[config.mk]
export PLATFORM = sky130hd
export DESIGN_NAME = sorted_insert_priority_queue
export DESIGN_NICKNAME = d
export VERILOG_FILES = /design/src/rtl/core/sipq_pkg.sv /design/src/rtl/core/sipq_store.sv /design/src/rtl/core/sipq_seq.sv /design/src/rtl/core/sorted_insert_priority_queue.sv
export SDC_FILE = /design/constraint.sdc
export NUM_CORES = 1
export LEC_CHECK = 0
export ABC_CLOCK_PERIOD_IN_PS = 6600
export BUFFER_PORTS_ARGS = -buffer_cell sky130_fd_sc_hd__buf_4
export CAP_MARGIN = 25
export CORE_AREA = 2 2 217 261
export CTS_BUF_LIST = sky130_fd_sc_hd__clkbuf_16
export DETAILED_ROUTE_END_ITERATION = 7
export DIE_AREA = 0 0 219 263
export PLACE_DENSITY_LB_ADDON = 0.08
export SLEW_MARGIN = 25
export SYNTH_ARGS = -nofsm -noshare
export SYNTH_HDL_FRONTEND = slang
export SYNTH_HIERARCHICAL = 1
export SYNTH_SLANG_ARGS = --single-unit
[constraint.sdc]
create_clock -name clk -period 6.6 [get_ports clk]
set_input_delay 0.99 -clock clk [delete_from_list [all_inputs] [get_ports clk]]
set_output_delay 0.99 -clock clk [all_outputs]
set_load 0.1 [all_outputs]
[src/rtl/core/sipq_pkg.sv]
// Package: types, constants and codes shared by the sorted priority queue files.
package sipq_pkg;

	localparam int DEPTH = 8;
	localparam int IDX_W = $clog2(DEPTH);
	localparam int CNT_W = $clog2(DEPTH + 1);

	typedef enum logic {
		CMD_INSERT = 1'b0,
		CMD_REMOVE = 1'b1
	} cmd_t;

	typedef enum logic [1:0] {
		ST_OK    = 2'd0,
		ST_FULL  = 2'd1,
		ST_EMPTY = 2'd2
	} status_t;

	typedef struct packed {
		cmd_t               cmd;
		logic signed [31:0] value;
	} cmd_beat_t;

	typedef struct packed {
		status_t            status;
		logic signed [31:0] removed_value;
		logic [3:0]         entry_count;
	} rsp_beat_t;

	typedef struct packed {
		logic               rd_en;
		logic [IDX_W-1:0]   rd_addr;
		logic               wr_en;
		logic [IDX_W-1:0]   wr_addr;
		logic signed [31:0] wr_data;
	} mem_req_t;

	typedef enum logic [2:0] {
		SQ_IDLE,
		SQ_READ,
		SQ_CMP,
		SQ_PUT,
		SQ_FIN
	} seq_state_t;

endpackage

[src/rtl/core/sipq_store.sv]
// Entry store: one write port and one registered read port.
module sipq_store
	import sipq_pkg::*;
(
	input  logic               clk,
	input  mem_req_t           mem_req,
	output logic signed [31:0] rd_data
);

	logic signed [31:0] mem [DEPTH];

	always_ff @(posedge clk) begin
		if (mem_req.wr_en) begin
			mem[mem_req.wr_addr] <= mem_req.wr_data;
		end
	end

	always_ff @(posedge clk) begin
		if (mem_req.rd_en) begin
			rd_data <= mem[mem_req.rd_addr];
		end
	end

endmodule

[src/rtl/core/sipq_seq.sv]
// Sequencer: walks the store one entry per step through a single shared comparator.
module sipq_seq
	import sipq_pkg::*;
(
	input  logic               clk,
	input  logic               arst_n,
	input  logic               start,
	input  cmd_beat_t          beat,
	output logic               ready,
	output logic               done,
	input  logic               ack,
	output rsp_beat_t          result,
	output mem_req_t           mem_req,
	input  logic signed [31:0] rd_data
);

	seq_state_t         state_q, state_d;
	cmd_t               cmd_q, cmd_d;
	logic signed [31:0] val_q, val_d;
	logic [CNT_W-1:0]   cnt_q, cnt_d;
	logic [IDX_W-1:0]   idx_q, idx_d;
	status_t            status_q, status_d;
	logic signed [31:0] removed_q, removed_d;
	logic               ge;

	// shared comparator: stored entry against the held value
	assign ge = (rd_data >= val_q);

	always_ff @(posedge clk or negedge arst_n) begin
		if (!arst_n) begin
			state_q <= SQ_IDLE;
			cnt_q   <= '0;
		end else begin
			state_q <= state_d;
			cnt_q   <= cnt_d;
		end
	end

	always_ff @(posedge clk) begin
		cmd_q     <= cmd_d;
		val_q     <= val_d;
		idx_q     <= idx_d;
		status_q  <= status_d;
		removed_q <= removed_d;
	end

	always_comb begin
		state_d   = state_q;
		cmd_d     = cmd_q;
		val_d     = val_q;
		cnt_d     = cnt_q;
		idx_d     = idx_q;
		status_d  = status_q;
		removed_d = removed_q;
		mem_req   = '0;
		ready     = 1'b0;
		done      = 1'b0;
		unique case (state_q)
			SQ_IDLE: begin
				ready = 1'b1;
				if (start) begin
					cmd_d     = beat.cmd;
					val_d     = beat.value;
					status_d  = ST_OK;
					removed_d = '0;
					idx_d     = '0;
					if (beat.cmd == CMD_INSERT) begin
						if (cnt_q == CNT_W'(DEPTH)) begin
							status_d = ST_FULL;
							state_d  = SQ_FIN;
						end else begin
							idx_d   = IDX_W'(cnt_q);
							state_d = (cnt_q == '0) ? SQ_PUT : SQ_READ;
						end
					end else begin
						if (cnt_q == '0) begin
							status_d = ST_EMPTY;
							state_d  = SQ_FIN;
						end else begin
							state_d = SQ_READ;
						end
					end
				end
			end
			SQ_READ: begin
				mem_req.rd_en   = 1'b1;
				mem_req.rd_addr = (cmd_q == CMD_INSERT) ? idx_q - IDX_W'(1) : idx_q;
				state_d         = SQ_CMP;
			end
			SQ_CMP: begin
				mem_req.wr_en = 1'b1;
				if (cmd_q == CMD_INSERT) begin
					mem_req.wr_addr = idx_q;
					if (ge) begin
						// move an entry that is not smaller up one slot and keep walking down
						mem_req.wr_data = rd_data;
						idx_d           = idx_q - IDX_W'(1);
						state_d         = (idx_q == IDX_W'(1)) ? SQ_PUT : SQ_READ;
					end else begin
						mem_req.wr_data = val_q;
						cnt_d           = cnt_q + CNT_W'(1);
						state_d         = SQ_FIN;
					end
				end else begin
					// front entry is the result; the rest close up by one slot
					mem_req.wr_en   = (idx_q != '0);
					mem_req.wr_addr = idx_q - IDX_W'(1);
					mem_req.wr_data = rd_data;
					if (idx_q == '0) begin
						removed_d = rd_data;
					end
					idx_d = idx_q + IDX_W'(1);
					if (CNT_W'(idx_q) + CNT_W'(1) == cnt_q) begin
						cnt_d   = cnt_q - CNT_W'(1);
						state_d = SQ_FIN;
					end else begin
						state_d = SQ_READ;
					end
				end
			end
			SQ_PUT: begin
				mem_req.wr_en   = 1'b1;
				mem_req.wr_addr = idx_q;
				mem_req.wr_data = val_q;
				cnt_d           = cnt_q + CNT_W'(1);
				state_d         = SQ_FIN;
			end
			SQ_FIN: begin
				done = 1'b1;
				if (ack) begin
					state_d = SQ_IDLE;
				end
			end
			default: begin
				state_d = SQ_IDLE;
			end
		endcase
	end

	assign result.status        = status_q;
	assign result.removed_value = removed_q;
	assign result.entry_count   = 4'(cnt_q);

endmodule

[src/rtl/core/sorted_insert_priority_queue.sv]
// Top level of the sorted-array ascending priority queue.
//
//   channel | direction | handshake          | beat
//   --------+-----------+--------------------+-------------------------------------
//   cmd     | in        | cmd_valid/cmd_stall | cmd_beat_t: cmd, value
//   rsp     | out       | rsp_valid/rsp_stall | rsp_beat_t: status, removed_value,
//           |           |                    |             entry_count
//
// One command is handled at a time. An insert walks down from the top entry, moving each
// stored entry that is not smaller up one slot, and writes the value into the slot left
// free; a remove takes the front entry as the result and closes the rest up by one slot;
// a full insert or an empty remove goes straight to the response. The walk is paced by
// the single store read port and the shared comparator.
// Reset clears the count and the control state; the entry store needs no clearing.
// A stalled response is held in the output register; a new command is taken as soon
// as the sequencer is idle, and the next response waits in the sequencer until the
// register is free.
module sorted_insert_priority_queue
	import sipq_pkg::*;
(
	input  logic      clk,
	input  logic      arst_n,
	input  logic      cmd_valid,
	output logic      cmd_stall,
	input  cmd_beat_t cmd_beat,
	output logic      rsp_valid,
	input  logic      rsp_stall,
	output rsp_beat_t rsp_beat
);

	logic               seq_ready;
	logic               seq_done;
	logic               seq_ack;
	logic               start;
	rsp_beat_t          seq_result;
	mem_req_t           mem_req;
	logic signed [31:0] rd_data;
	logic               rsp_valid_q;
	rsp_beat_t          rsp_q;

	// take a command only while the sequencer is idle
	assign cmd_stall = !seq_ready;
	assign start     = cmd_valid && seq_ready;

	// hand the finished beat over when the output register is empty or draining
	assign seq_ack = seq_done && (!rsp_valid_q || !rsp_stall);

	sipq_seq u_seq (
		.clk     (clk),
		.arst_n  (arst_n),
		.start   (start),
		.beat    (cmd_beat),
		.ready   (seq_ready),
		.done    (seq_done),
		.ack     (seq_ack),
		.result  (seq_result),
		.mem_req (mem_req),
		.rd_data (rd_data)
	);

	sipq_store u_store (
		.clk     (clk),
		.mem_req (mem_req),
		.rd_data (rd_data)
	);

	// output register: load on hand-over, drop valid once the beat is taken
	always_ff @(posedge clk or negedge arst_n) begin
		if (!arst_n) begin
			rsp_valid_q <= 1'b0;
		end else if (seq_ack) begin
			rsp_valid_q <= 1'b1;
		end else if (!rsp_stall) begin
			rsp_valid_q <= 1'b0;
		end
	end

	// hold the payload while stalled
	always_ff @(posedge clk) begin
		if (seq_ack) begin
			rsp_q <= seq_result;
		end
	end

	assign rsp_valid = rsp_valid_q;
	assign rsp_beat  = rsp_q;

endmodule
# Word level (Yosys, flattened, before mapping)
# Memories as Yosys holds them, arrays and structs flattened. A register that Yosys moved wholly into a read port is not among the register bits.
# Cells that the tools add are included.
[totals] ff_bits=116 latch_bits=0 ram_bits=256 romBits=0 output_inout_bits=40 wordCells=90 mem_count=1
[memory_table] name="u_store.mem" depth=8 width=32 rd=1 rd_clocked_by_memory_dff=1 write_ports=1 line_no="sipq_store.sv:10" rtl="logic signed [31:0] mem [DEPTH];"
[classes] n_addsub=5 mul=0 n_div=0 magnitude_cmp=1 eq_ne=15 n_shift=0 muxes=40 bitwise_logic=0 reduce_logical=17
[op_table] cell="$mux W32" n=4
[op_table] cell="$pmux W36 S2" n=1
[op_table] cell="$pmux W32 S2" n=1
[op_table] cell="$mux W3" n=14
[op_table] cell="$mux W35" n=1
[op_table] cell="$ge A32 B32 Y1" n=1
[op_table] cell="$mux W4" n=4
[op_table] cell="$pmux W3 S5" n=1
[op_table] cell="$mux W1" n=8
[op_table] cell="$mux W2" n=4
[op_table] cell="$pmux W4 S2" n=1
[op_table] cell="$eq A3 B1 Y1 const B" n=2
[op_table] cell="$eq A3 B2 Y1 const B" n=2
[op_table] cell="$logic_not A3 Y1" n=2
[op_table] cell="$ne A2 B1 Y1 const B" n=3
[op_table] cell="$pmux W3 S2" n=1
[op_table] cell="$reduce_and A3 Y1" n=2
[op_table] cell="$add A3 B1 Y4 const B" n=1
[op_table] cell="$add A4 B1 Y4 const B" n=1
[op_table] cell="$eq A4 B4 Y1" n=1
[op_table] cell="$eq A4 B4 Y1 const B" n=1
[op_table] cell="$logic_not A4 Y1" n=1
[op_table] cell="$ne A2 B2 Y1 const B" n=2
[op_table] cell="$reduce_and A2 Y1" n=2
[op_table] cell="13 further kinds" n=17

# Depth between registers and ports, before layout
# Gate-level depths: netlist of the first run.
[logic_depth] word_depth=6 depth_mapped=10 depth_no_buf=9

# Modules after synthesis
# The synthesis of the first run kept the hierarchy.
[modules_own_cells] mod="sipq_store" instances=1 cells_per_inst=415 area_per_inst_um2=10786.6 seq_area_each_um2=8648.3
[modules_own_cells] mod="sipq_seq" instances=1 cells_per_inst=373 area_per_inst_um2=4354.2 seq_area_each_um2=2277.2
[modules_own_cells] mod="sorted_insert_priority_queue" instances=1 cells_per_inst=43 area_per_inst_um2=1194.9 seq_area_each_um2=1166.1

# Least setup slack after synthesis of the first run
# Ideal clock, no wire load.
[synth_path] kind="flip-flop to flip-flop" from="register u_seq.cmd_q" to="memory u_store.mem[0][0] (enable)" arrival_ns=3.689 required_time_ns=6.139 slack_ns=2.450 stages_incl_launch_ff=9 path_buffers=1 synth_period_minus_slack_ns=4.150 path_cell_list="edfxtp_1 -> clkbuf_1 -> inv_1 -> nor2_1 -> nand2_1 -> xor2_1 -> nor2_1 -> nand2b_1 -> nor3_1"
[synth_lines] element="start, declared" line_no="sipq_seq.sv:18" rtl="cmd_t cmd_q, cmd_d;"
[synth_lines] element="start signal, assigned" line_no="sipq_seq.sv:40" rtl="cmd_q <= cmd_d;"
[synth_lines] element="end, declared" line_no="sipq_store.sv:10"

==> results of run 1 <==
[per-layer routing]
metal  vias up  GRT usage (%)  share of wire [%]
met5         -              0                  0
met4         0           3.93                2.0
met3        54           2.46                3.3
met2       132           25.2                 50
met1      4293           19.7                 45
li1       3604              -                  -
[cells in the final DEF, fill, tap and decap left out, types with 7 or more instances in the layout]
master / synthesis / final
sky130_fd_sc_hd__a21oi_1: 16 / 16
sky130_fd_sc_hd__a22o_1: 31 / 31
sky130_fd_sc_hd__and3_1: 33 / 33
sky130_fd_sc_hd__buf_4: 0 / 94
sky130_fd_sc_hd__clkbuf_16: 0 / 45
sky130_fd_sc_hd__clkinv_1: 0 / 7
sky130_fd_sc_hd__clkinv_2: 0 / 8
sky130_fd_sc_hd__dfrtp_1: 8 / 8
sky130_fd_sc_hd__edfxtp_1: 396 / 396
sky130_fd_sc_hd__ha_1: 40 / 40
sky130_fd_sc_hd__inv_1: 44 / 53
sky130_fd_sc_hd__mux2_2: 32 / 32
sky130_fd_sc_hd__mux4_1: 40 / 40
sky130_fd_sc_hd__mux4_2: 24 / 24
sky130_fd_sc_hd__nand2_1: 12 / 12
sky130_fd_sc_hd__nand3_1: 8 / 8
sky130_fd_sc_hd__nor2_1: 24 / 15
sky130_fd_sc_hd__nor2_4: 1 / 10
sky130_fd_sc_hd__o21ai_0: 9 / 8
[where the power goes]
group	total (mW)	internal [mW]	switching (mW)
clock network	2.42	1.43	0.991
registers	3.70	3.45	0.252
logic	2.43	0.841	1.59
total	8.55	5.72	2.83
[area by class of cell]
cell class                 instances  area, sq um
clock buffer                      45         1130
clock inverter                    34          282
fill                            5227        35500
inverter                          44          165
multi-input combinational        349         3970
sequential                       404        12100
tap                              720          901
timing repair buffer              97          766
[critical path, cell delays in order (launching register included)]
cell and delay [ns]:
sky130_fd_sc_hd__edfxtp_1 0.44, sky130_fd_sc_hd__ha_1 0.47, sky130_fd_sc_hd__nand4_2 0.21, sky130_fd_sc_hd__nor4_1 0.88, sky130_fd_sc_hd__nand3_1 0.37, sky130_fd_sc_hd__and4bb_2 0.41, sky130_fd_sc_hd__a21oi_4 0.39, sky130_fd_sc_hd__buf_4 0.49
sky130_fd_sc_hd__a22o_1 0.43
[how the worst min path moves through the flow]
stage | startpoint | endpoint | depth (start not counted)
after detailed placement | u_seq/removed_q[0] | rsp_beat[4] | 0
final | arst_n | u_seq/cnt_q[3] | 1
after CTS | arst_n | u_seq/cnt_q[3] | 1
after global routing | arst_n | u_seq/cnt_q[3] | 1
after global placement | u_seq/removed_q[30] | rsp_beat[34] | 0
after floorplan | u_seq/removed_q[6] | rsp_beat[10] | 0
[cell families after synthesis]
group	count (synthesis)	share of synthesized area [%]
DFF	404	74.0
muxes	100	12.2
adders and majority gates	40	3.06
xor gates and xnor gates	12	0.643
buffers and inverters	78	2.32
and+or+nand+nor	117	4.04
AOI/OAI and AO/OA	80	3.72
[registers in the layout (all words and copies together), names as in the netlist]
name             count
rsp_valid            1
u_seq/state_q        3
u_seq/idx_q          3
u_store/rd_data     32
u_seq/removed_q     32
u_seq/status_q       2
u_seq/cmd_q          1
u_store/mem        256
u_seq/cnt_q          4
rsp_beat            38
u_seq/val_q         32
==> out/results.txt, run 1 <==
The run finished with clean final reports. Across all register-to-register paths, the minimum setup slack is 2.26 ns. The run gives 0.0163 ns as the setup skew after layout. In this run the count of I/O pins placed on the die edge is 77. Type of the most critical hold path: primary input to async pin.

The cell leakage power came out at 6.74 nW. STA classifies the critical path startpoint as a flop. The number of hold buffers added after CTS was 0. In the synthesized netlist the dominant register cell turns out to be sky130_fd_sc_hd__edfxtp_1.

The worst setup timing slack at the placement stage was 2.19 ns. Final cell utilization of the core: 35.2%. The category of the worst setup path capture point is a flop. The run gives 0 as the buffers inserted during post-CTS setup optimization. In this run the tool buffered the top-level ports with 76 buffer cells.

The final layout contains 1017 nets. Setup repair after global routing left no endpoint under its margin. The largest total area in the synthesized netlist belongs to sky130_fd_sc_hd__edfxtp_1.

The remaining design rule violation count was 0; the number of distinct library cells after synthesis was 54. Counting flops with an async set or reset pin after synthesis yields a share of 1.98%. The shortest period the worst path allows works out to 4.34 ns. Entering global routing, the biggest net connects 51 pins. The maximum fanout along the worst path came out at 23. After global routing the overflow that remains totals 0.

Across all setup checks in the final design, the least slack found is 2.26 ns. Synthesis produced a netlist with a net count of 908. The worst voltage drop across the vdd grid came out at 0.215 mV.

The startpoint identified for the worst register-to-register timing path is u_store/rd_data[31]. sky130_fd_sc_hd__edfxtp_1 is the most common cell in the netlist. The number of cells in the design after placement was 1614. The final layout contains routed wiring with a total length of 42400 microns. The run gives 0.56 ns as the clock latency on the worst-skew pair. For this run, the number of Yosys warnings is 6.

The most critical setup path has its startpoint at u_store/rd_data[31]. Setup violations remaining at the end of the flow were counted as 0. Data on the critical path is required at its endpoint by 6.95 ns.

The tools report the number of design-rule violations left by the first detailed-router iteration as 477. After the flow finishes, the layout carries non-filler instances totaling 1693. For the first-pass iteration count of the detailed router, the log shows 4.

The tools report the setup total negative slack as 0 ns. By area the synthesized netlist is led by sky130_fd_sc_hd__edfxtp_1 (73%), sky130_fd_sc_hd__mux4_1 (6.4%), sky130_fd_sc_hd__mux4_2 (3.3%). Post-cts gate resize count: 0.

The logs give 24300 microns for the estimated wirelength of the detail-placed design and 0 for the final number of max-transition violations. Relative to the synthesized area, the layout overhead comes to 18.2%. The post-route netlist has 24.8% of its cells at a drive strength greater than 1. The cell at the root of the clock tree was sky130_fd_sc_hd__clkbuf_16.

The cell area after placement was 17900 sq um. In the synthesized netlist, the cells that appear most often are sky130_fd_sc_hd__edfxtp_1 (396), sky130_fd_sc_hd__inv_1 (44), sky130_fd_sc_hd__ha_1 (40), sky130_fd_sc_hd__mux4_1 (40), sky130_fd_sc_hd__and3_1 (33). The overall fraction of global-route tracks in use is 14.9%. Yosys mapped a number of flops with a built-in enable equal to 396. The clock transition at the registers of the reported paths was 0.07 ns; the initial antenna violation count was 0. TritonCTS built the clock tree. Routability-driven placement finished with a final weighted congestion of 0.704.

For the total power after layout, the log shows 8.55 mW. The achievable clock frequency was 231 MHz. The clock net sink count is 404, and the chip width is 219 microns. The run gives 831 as the post-synthesis cell count. Once the floorplan was initialized, standard cells occupied 29.8% of the core. The detailed router placed 8083 vias in this run.

Area of the mapped netlist: 16300 sq um. The first global-routing pass estimated 60900 microns of wire. The arrival time at the worst endpoint was 4.68 ns; the power density relative to cell area was 443 nW/um^2.

The finished cells cover 19300 sq um. The synthesized design devotes to its leading area cell type 72.8% of total area. For the number of levels the H-tree was split into, the log shows 2.

At the pin with the least slew margin, the transition time is 0.979 ns. Max-cap violations in this run came to 0. The region available for standard cell placement spans 54800 sq um. Share of the cycle needed by the critical path after routing: 65.7%. In this run the worst setup path terminates at u_store/mem[0][8]. The run gives 0 as the final count of hold timing violations. Final hold analysis gives a worst-case slack of 0.237 ns.

The clock passes through at most 3 buffers. In this run the tightest slew margin relative to its limit is 34.2%. The critical path is of the flop to flop type. In the final routed layout, each cell accounts on average for 25.0 microns. The number of synthesized register bits was 404; the portion of the post-synthesis area used by sequential elements was 74.0%. The number of antenna cells inserted came out at 0.

The worst register-to-register path ends at u_store/mem[0][8]. The floorplan die height was 263 microns; the average footprint of a synthesized cell was 19.7 sq um. The run gives 8659 as the via count of the first global-routing pass.

The detail-routed via count per cell is 4.77. Measured in cells, the most critical reg-to-reg path has a length of 8. TritonCTS created 44 clock buffers. The tools report the number of nets with antenna violations after routing as 0.

Number of rows in the core area: 94. Total die area: 57600 sq um.
Power figures use the tool's default switching activity.
==> inputs of run 2 (changes only) <==
- ABC_CLOCK_PERIOD_IN_PS: 6600 -> 4550
- clock period: 6.6 -> 4.55 ns (I/O delays scaled with it)
==> run 2 against run 1 <==
Against the previous run:
- die area did not move
- combinational power up 47%
- core utilization rose by 0.54 points
- clock-buffer cell count rose by 1
==> out/results.txt, run 2 (synthesis gave the netlist of run 1 again) <==
The pin slew with the least headroom to its limit came out at 0.804 ns (was 0.979 ns). The flip-flop count of the largest register, all copies and words added was 256 (unchanged); the post-cts gate resize count was 0 (unchanged). Number of nets with antenna violations after routing: 0 (unchanged). The run gives 6.84 nW (was 6.74 nW) as the cell leakage power.

The cell at the root of the clock tree was sky130_fd_sc_hd__clkbuf_16 (unchanged). The tools report the number of rows in the core area as 94 (unchanged). The logs give 12.7 mW (was 8.55 mW) for the total power after layout and 5193 (was 5227) for the number of fill cells. The detail-routed via count per cell is 4.74 (was 4.77), and the number of antenna cells inserted is 0 (unchanged). The share of post-route cells with drive strength above 1 was 25.4% (was 24.8%). The total congestion overflow after global routing came out at 0 (unchanged).

Category of the worst setup path capture point: a flop (unchanged). The clock net sink count is 404 (unchanged). The buffers inserted during post-CTS setup optimization is 0 (unchanged), and the quantity of I/O buffers inserted on ports is 76 (unchanged). For the number of setup violations in the final report, the log shows 0 (unchanged). The number of CTS-inserted buffers is 45 (was 44), and the combinational share of power is 28.3% (was 28.4%). Part of the total power dissipated in sequential elements: 42.2% (was 43.3%). Most frequent standard cell in the layout excluding fill and tap cells: sky130_fd_sc_hd__edfxtp_1 (unchanged). For the via count of the first global-routing pass, the log shows 8550 (was 8659). Achievable clock frequency: 276 MHz (was 231 MHz).

The type of origin of the critical path was a flop (unchanged). I/O pin count: 77 (unchanged). Standard cell core area: 54800 sq um (unchanged). The maximum fanout along the worst path was 22 (was 23).

Start-to-end type of the worst setup path: flop to flop (unchanged). The clock transition at the registers of the reported paths is 0.06 ns (was 0.07 ns), and the share of the cycle needed by the critical path after routing is 79.7% (was 65.7%). Number of levels the H-tree was split into: 2 (unchanged).

Final net count: 1026 (was 1017). Overall fraction of global-route tracks in use: 14.5% (was 14.9%). Commonest cells after routing, fill and taps aside: sky130_fd_sc_hd__edfxtp_1 (396), sky130_fd_sc_hd__buf_4 (92), sky130_fd_sc_hd__inv_1 (46), sky130_fd_sc_hd__clkbuf_16 (46) (was sky130_fd_sc_hd__edfxtp_1 (396), sky130_fd_sc_hd__buf_4 (94), sky130_fd_sc_hd__inv_1 (53)).

For the initial antenna violation count, the log shows 0 (unchanged). The maximum root-to-sink buffer count was 3 (unchanged); the count of maximum capacitance violations was 0 (unchanged). The top register by number of flip-flops is u_store/mem (unchanged).

The shortest period the worst path allows was 3.63 ns (was 4.34 ns); the relative contribution of the clock network to total power was 29.6% (was 28.3%). The required time of the critical path was 4.91 ns (was 6.95 ns); the area growth from synthesis to layout was 20.0% (was 18.2%). The run gives 0 (unchanged) as the final count of hold timing violations.

The estimated wirelength of the detail-placed design is 24400 microns (was 24300 microns). Setup repair after global routing left no endpoint under its margin. The clock latency on the worst-skew pair was 0.57 ns (was 0.56 ns).

The worst voltage drop across the vdd grid is 0.389 mV (was 0.215 mV). The cell area after placement is 18000 sq um (was 17900 sq um). The logs give 5 (was 4) for the first-pass iteration count of the detailed router and 3.99 ns (was 4.68 ns) for the arrival time at the worst endpoint. The total die area was 57600 sq um (unchanged); the remaining design rule violation count was 0 (unchanged). Internal power component: 8.56 mW (was 5.72 mW). The run gives 0 (unchanged) as the final number of max-transition violations. The placer congestion estimate is 0.723 (was 0.704). For the post-route cell area, the log shows 19600 sq um (was 19300 sq um). The run finished with clean final reports. The logs give 4.11 mW (was 2.83 mW) for the switching power and 29.8% (unchanged) for the starting density of the core.

The setup skew after layout came out at 0.0251 ns (was 0.0163 ns). The type of the most critical hold path is primary input to flop (was primary input to async pin). The setup total negative slack is 0 ns (unchanged), and the mean routed wirelength per cell is 24.3 microns (was 25.0 microns). The power density relative to cell area was 647 nW/um^2 (was 443 nW/um^2); the floorplan die height was 263 microns (unchanged). The total via count in the routed design is 8078 (was 8083).

The wire length reported by the detailed router was 41400 microns (was 42400 microns). TritonCTS built the clock tree. The number of design-rule violations left by the first detailed-router iteration was 512 (was 477). The maximum number of pins on one net before global-route repair came out at 43 (was 51).

The chip width is 219 microns (unchanged). The final cell utilization of the core was 35.8% (was 35.2%). For the worst slew margin relative to its limit, the log shows 46.2% (was 34.2%).

The wire length of the first global-routing pass was 59700 microns (was 60900 microns). The share of total power consumed by net switching is 32.5% (was 33.1%).
run 2: cell types whose count changed in the layout (fill, tap and decap cells not counted), moves of 2 or more:
cell / change
sky130_fd_sc_hd__buf_12: +7
sky130_fd_sc_hd__clkinvlp_4: -2
sky130_fd_sc_hd__inv_1: -7
sky130_fd_sc_hd__buf_4: -2
sky130_fd_sc_hd__inv_2: -2
sky130_fd_sc_hd__clkinv_1: +7
sky130_fd_sc_hd__bufinv_16: +3
run 2: path summary, 6_finish.rpt:
check | slack [ns] | end | start | cells past startpoint
setup / recovery | 0.92 | u_store/mem[5][22] | u_store/rd_data[31] | 8
hold / removal | 0.29 | u_seq/val_q[4] | cmd_beat[4] | 1
setup reg to reg | 0.92 | u_store/mem[5][22] | u_store/rd_data[31] | 8
hold reg to reg | 0.41 | rsp_beat[31] | u_seq/removed_q[27] | 0
max in group asynchronous | 3.94 | u_seq/cnt_q[1] | arst_n | 2
min in group asynchronous | 0.47 | u_seq/cnt_q[0] | arst_n | 2
run 2: stage by stage:
stage | instances | setup slack, ns | hold slack (ns)
global route | 1703 | 0.698 | 0.256
detailed placement | 1620 | 0.844 | 0.405
CTS | 1702 | 0.822 | 0.240
finish | 1703 | 0.925 | 0.286
global placement | 1619 | 0.916 | 0.404
floorplan | 831 | 0.400 | 0.387
run 2: area by class of cell:
class                      instances  area, sq um  area share [%]
clock buffer                      46         1150            5.87
clock inverter                    35          373            1.90
inverter                          44          168           0.855
multi-input combinational        349         3970            20.3
sequential                       404        12100            61.7
tap                              720          901            4.60
timing repair buffer             105          943            4.81
run 2: power by group through the flow:
| stage | Clock [mW] | Sequential [mW] | Combinational (mW) |
|---|---|---|---|
| global placement | 0 | 5.43 | 3.63 |
| floorplan | 0 | 5.87 | 1.96 |
| finish | 3.75 | 5.34 | 3.58 |
| global route | 4.01 | 5.42 | 3.87 |
| detailed placement | 0 | 5.43 | 3.63 |
| CTS | 3.88 | 5.36 | 3.65 |
run 2: routing by layer:
metal  GRT usage (%)  vias to the layer above  share of wire [%]
li1                -                     3624                  -
met1            19.9                     4229                 46
met2            23.6                      158                 48
met3            2.78                       67                4.1
met4            3.94                        0                2.2
met5               0                        -                  0
run 2: critical path: stages (launching register included):
cell,delay [ns]
sky130_fd_sc_hd__edfxtp_1,0.43
sky130_fd_sc_hd__ha_1,0.47
sky130_fd_sc_hd__nand4_2,0.20
sky130_fd_sc_hd__nor4_1,0.70
sky130_fd_sc_hd__o41a_1,0.33
sky130_fd_sc_hd__and4bb_2,0.29
sky130_fd_sc_hd__a21oi_4,0.38
sky130_fd_sc_hd__buf_12,0.26
sky130_fd_sc_hd__a22o_1,0.33
run 2: what timing repair did:
action / in CTS / in global routing
hold buffers: 1 / 0
setup endpoints to repair: 0 / 0
endpoints found under the hold margin: 8 / 0
==> inputs of run 3 (changes only) <==
- ABC_AREA: default -> 1
- ABC_CLOCK_PERIOD_IN_PS: 4550 -> 3100
- CORE_AREA: 2 2 217 261 -> 2 2 229 276
- DIE_AREA: 0 0 219 263 -> 0 0 231 278
- clock period: 4.55 -> 3.1 ns (I/O delays scaled with it)
==> run 3 against run 2 <==
Against the previous run:
- register-to-register slack got worse by 0.71 ns
- routed wire length rose by 22%
- power up 52%
- global-route usage is 1.4 points higher
- fmax rose by 26%
- flip-flop and latch count stayed put
- via count rose by 47%
- area after synthesis grew 12%
- critical path depth increased by 7
- highest routed layer unchanged
==> out/results.txt, run 3 <==
The run finished with clean final reports. Floorplan die height: 278 microns (was 263 microns). The worst setup path startpoint is u_seq/val_q[19] (was u_store/rd_data[31]). Largest cells by area after synthesis: sky130_fd_sc_hd__edfxtp_1 (65%), sky130_fd_sc_hd__nand2_1 (11%), sky130_fd_sc_hd__inv_1 (7.3%) (was sky130_fd_sc_hd__edfxtp_1 (73%), sky130_fd_sc_hd__mux4_1 (6.4%), sky130_fd_sc_hd__mux4_2 (3.3%)). Cell area after placement: 20200 sq um (was 18000 sq um). Leading post-synthesis cells by instance count: sky130_fd_sc_hd__nand2_1 (538), sky130_fd_sc_hd__edfxtp_1 (396), sky130_fd_sc_hd__inv_1 (354), sky130_fd_sc_hd__nand3_1 (169), sky130_fd_sc_hd__nor2_1 (67) (was sky130_fd_sc_hd__edfxtp_1 (396), sky130_fd_sc_hd__inv_1 (44), sky130_fd_sc_hd__ha_1 (40), sky130_fd_sc_hd__mux4_1 (40), sky130_fd_sc_hd__and3_1 (33)).

The run gives 35 (was 54) as the number of distinct library cells after synthesis. The final net count is 1952 (was 1026), and the number of antenna cells inserted is 0 (unchanged). The shortest period the worst path allows was 2.88 ns (was 3.63 ns); the wire length of the first global-routing pass was 75400 microns (was 59700 microns). TritonCTS built the clock tree. For the final cell utilization of the core, the log shows 35.1% (was 35.8%).

The logs give 0 (unchanged) for the remaining design rule violation count and 404 (unchanged) for the clock net sink count. The logs give 347 MHz (was 276 MHz) for the achievable clock frequency and 7.22 mW (was 4.11 mW) for the switching power. The arrival time at the worst endpoint is 3.10 ns (was 3.99 ns), and the post-synth net total is 1840 (was 908). The most frequent standard cell in the layout excluding fill and tap cells is sky130_fd_sc_hd__nand2_1 (was sky130_fd_sc_hd__edfxtp_1). The run gives 0.394 mV (was 0.389 mV) as the worst voltage drop across the vdd grid. For the number of nets with antenna violations after routing, the log shows 0 (unchanged). The end of the worst register-to-register path was u_store/mem[6][28] (was u_store/mem[5][22]). The maximum root-to-sink buffer count came out at 3 (unchanged). Cell at the root of the clock tree: sky130_fd_sc_hd__clkbuf_16 (unchanged). For the wire length reported by the detailed router, the log shows 50400 microns (was 41400 microns). The area growth from synthesis to layout is 18.6% (was 20.0%). Most frequent cell after synthesis: sky130_fd_sc_hd__nand2_1 (was sky130_fd_sc_hd__edfxtp_1).

The number of CTS-inserted buffers came out at 45 (unchanged). The reg2reg setup slack was 0.22 ns (was 0.92 ns); the worst slew margin relative to its limit was 41.7% (was 46.2%). The combinational share of power is 33.6% (was 28.3%). The fraction of post-synthesis cell area in the top cell type by area was 65.2% (was 72.8%); the pin slew with the least headroom to its limit was 0.872 ns (was 0.804 ns). The flip-flop count of the largest register, all copies and words added was 256 (unchanged); the maximum number of pins on one net before global-route repair was 101 (was 43). The post-synthesis cell count came out at 1763 (was 831). The placer congestion estimate is 0.752 (was 0.723). The number of cells in the design after placement was 2643 (was 1620); the share of the cycle needed by the critical path after routing was 92.9% (was 79.7%). The average footprint of a synthesized cell is 10.3 sq um (was 19.7 sq um), and the fraction of synthesis flops using an asynchronous set or reset pin is 1.98% (unchanged). For the total via count in the routed design, the log shows 11900 (was 8078). The type of the most critical hold path was primary input to flop (unchanged). The run gives 0 (unchanged) as the buffers inserted during post-CTS setup optimization.

The most used flip-flop cell after synthesis is sky130_fd_sc_hd__edfxtp_1 (unchanged). The top register by number of flip-flops was u_store/mem (unchanged). The via count of the first global-routing pass was 11700 (was 8550).

The logs give 2 (unchanged) for the number of levels the H-tree was split into and 0 (unchanged) for the initial antenna violation count. The type of origin of the critical path was a flop (unchanged). The run gives 29.6% (was 29.8%) as the starting density of the core. Start-to-end type of the worst setup path: flop to flop (unchanged). Setup repair after global routing could not meet its margin everywhere.

The tools report the final cell count without fillers as 2722 (was 1703). Beginning of the worst register-to-register path: u_seq/val_q[19] (was u_store/rd_data[31]). The portion of the post-synthesis area used by sequential elements is 66.3% (was 74.0%), and the final hold slack is 0.0654 ns (was 0.286 ns).

The clock transition at the registers of the reported paths is 0.06 ns (about the same), and the detail-routed via count per cell is 4.37 (was 4.74). The run gives 3.32 ns (was 4.91 ns) as the required time of the critical path. The relative contribution of the clock network to total power was 26.6% (was 29.6%). The tools report the overall fraction of global-route tracks in use as 15.9% (was 14.5%).

For the final count of hold timing violations, the log shows 0 (unchanged). The setup skew after layout was 0.0222 ns (was 0.0251 ns). The internal power component was 12.0 mW (was 8.56 mW); the number of rows in the core area was 100 (was 94). Chip width: 231 microns (was 219 microns). The power density relative to cell area was 887 nW/um^2 (was 647 nW/um^2).

Critical path capture point: u_store/mem[6][28] (was u_store/mem[5][22]). The logs give 6 (unchanged) for the count of yosys warnings during synthesis and 77 (unchanged) for the I/O pin count. The number of design-rule violations left by the first detailed-router iteration came out at 696 (was 512). For the clock latency on the worst-skew pair, the log shows 0.58 ns (was 0.57 ns). The number of flops mapped to enable cells by yosys is 396 (unchanged). The share of post-route cells with drive strength above 1 came out at 12.9% (was 25.4%).

The count of maximum capacitance violations came out at 0 (unchanged). The number of setup violations in the final report is 0 (unchanged). The tools report the post-route cell area as 21600 sq um (was 19600 sq um). Commonest cells after routing, fill and taps aside: sky130_fd_sc_hd__nand2_1 (538), sky130_fd_sc_hd__edfxtp_1 (396), sky130_fd_sc_hd__inv_1 (360) (was sky130_fd_sc_hd__edfxtp_1 (396), sky130_fd_sc_hd__buf_4 (92), sky130_fd_sc_hd__inv_1 (46), sky130_fd_sc_hd__clkbuf_16 (46)). The total die area was 64200 sq um (was 57600 sq um); the part of the total power dissipated in sequential elements was 39.7% (was 42.2%). The total congestion overflow after global routing was 0 (unchanged). The category of the worst setup path capture point was a flop (unchanged). The area of the mapped netlist was 18200 sq um (was 16300 sq um); the maximum fanout along the worst path was 9 (was 22). The first-pass iteration count of the detailed router came out at 5 (unchanged).

Mean routed wirelength per cell: 18.5 microns (was 24.3 microns). Biggest area consumer among synthesized cells: sky130_fd_sc_hd__edfxtp_1 (unchanged). The final number of max-transition violations was 0 (unchanged).

Estimated wirelength of the detail-placed design: 30500 microns (was 24400 microns). The cell leakage power is 9.41 nW (was 6.84 nW), and the quantity of I/O buffers inserted on ports is 76 (unchanged). For the standard cell core area, the log shows 61600 sq um (was 54800 sq um). The number of synthesized register bits is 404 (unchanged), and the worst setup timing slack at the placement stage is 0.0446 ns (was 0.844 ns). The length in cells of the worst reg-to-reg path works out to 15 (was 8). The run gives 0.219 ns (was 0.925 ns) as the worst-case setup margin in the final layout. The share of total power consumed by net switching works out to 37.6% (was 32.5%).
==> run 3: changes by cell type in the layout (fill, tap and decap cells not counted), moves of 19 or more <==
cell | before | now
sky130_fd_sc_hd__a22o_1 | 31 | 0
sky130_fd_sc_hd__and3_1 | 33 | 0
sky130_fd_sc_hd__buf_4 | 92 | 111
sky130_fd_sc_hd__inv_1 | 46 | 360
sky130_fd_sc_hd__mux2_2 | 32 | 0
sky130_fd_sc_hd__mux4_1 | 40 | 0
sky130_fd_sc_hd__mux4_2 | 24 | 0
sky130_fd_sc_hd__nand2_1 | 12 | 538
sky130_fd_sc_hd__nand3_1 | 8 | 169
sky130_fd_sc_hd__nor2_1 | 15 | 55
==> run 3: worst min-delay path by stage <==
stage / from / to / slack, ns / cells after the start
final: cmd_beat[2] / u_seq/val_q[2] / 0.07 / 1
after global routing: cmd_beat[24] / u_seq/val_q[24] / 0.04 / 1
after CTS: cmd_beat[24] / u_seq/val_q[24] / 0.02 / 1
after detailed placement: arst_n / u_seq/cnt_q[2] / 0.29 / 1
after global placement: arst_n / u_seq/cnt_q[0] / 0.29 / 1
after floorplan: arst_n / rsp_valid / 0.17 / 0
==> run 3: kinds of logic (layout without fill, tap and decap cells) <==
kind of cell             count (synthesis)  in the layout  synth area share (%)
flip-flops                             404            404                  66.3
buffers and inverters                  425            568                  9.67
AO/OA/AOI/OAI                           76             76                  2.23
XOR/XNOR                                10             10                 0.480
AND/OR/NAND/NOR                        808            808                  18.6
adder cells (fa/ha/maj)                 40             40                  2.74
==> run 3: critical path, stage by stage (launching register included) <==
cell,delay (ns)
sky130_fd_sc_hd__edfxtp_1,0.36
sky130_fd_sc_hd__inv_1,0.18
sky130_fd_sc_hd__ha_1,0.29
sky130_fd_sc_hd__a21oi_1,0.19
sky130_fd_sc_hd__nand2_1,0.12
sky130_fd_sc_hd__nand2_1,0.08
sky130_fd_sc_hd__nand2_1,0.09
sky130_fd_sc_hd__a21oi_2,0.20
sky130_fd_sc_hd__nand2_1,0.09
sky130_fd_sc_hd__nand2_2,0.11
sky130_fd_sc_hd__nand3_4,0.11
sky130_fd_sc_hd__nor2_8,0.16
sky130_fd_sc_hd__buf_12,0.15
sky130_fd_sc_hd__nand2_1,0.05
sky130_fd_sc_hd__nand3_1,0.06
sky130_fd_sc_hd__o21ai_0,0.28
==> run 3: per-stage QoR <==
step	total power [mW]	setup TNS [ns]
2_1_floorplan	12.0	-24.35
3_3_place_gp	14.3	0
3_5_place_dp	14.3	0
4_1_cts	19.5	0
5_1_grt	20.3	-0.0962
6_report	19.2	0
==> run 3: final cells by class <==
cell class / count / area [sq um]
Clock buffer: 45 / 1130
Clock inverter: 33 / 254
Fill cell: 6202 / 39900
Inverter: 358 / 1350
Multi-Input combinational cell: 934 / 4560
Sequential cell: 404 / 12100
Tap cell: 816 / 1020
Timing Repair Buffer: 132 / 1240
==> run 3: power groups by stage <==
stage	logic [mW]	registers [mW]	clock network (mW)
after CTS	6.55	7.64	5.30
after global placement	6.54	7.75	0
after detailed placement	6.52	7.75	0
after global routing	7.15	7.70	5.47
after floorplan	3.48	8.48	0
final	6.46	7.63	5.12
==> run 3: layer usage <==
layer / vias to the layer above / global-route usage, % / wire, microns
met4: 0 / 4.75 / 1220
met2: 231 / 26.2 / 23700
met5: - / 0 / 0
met1: 5731 / 21.8 / 23300
met3: 74 / 2.22 / 2110
li1: 5857 / - / -
==> run 3: repair_timing <==
item,CTS,global route
hold buffers,1,0
hold endpoints to repair,8,0
gates resized for setup,0,35
endpoints found under the setup margin,0,232
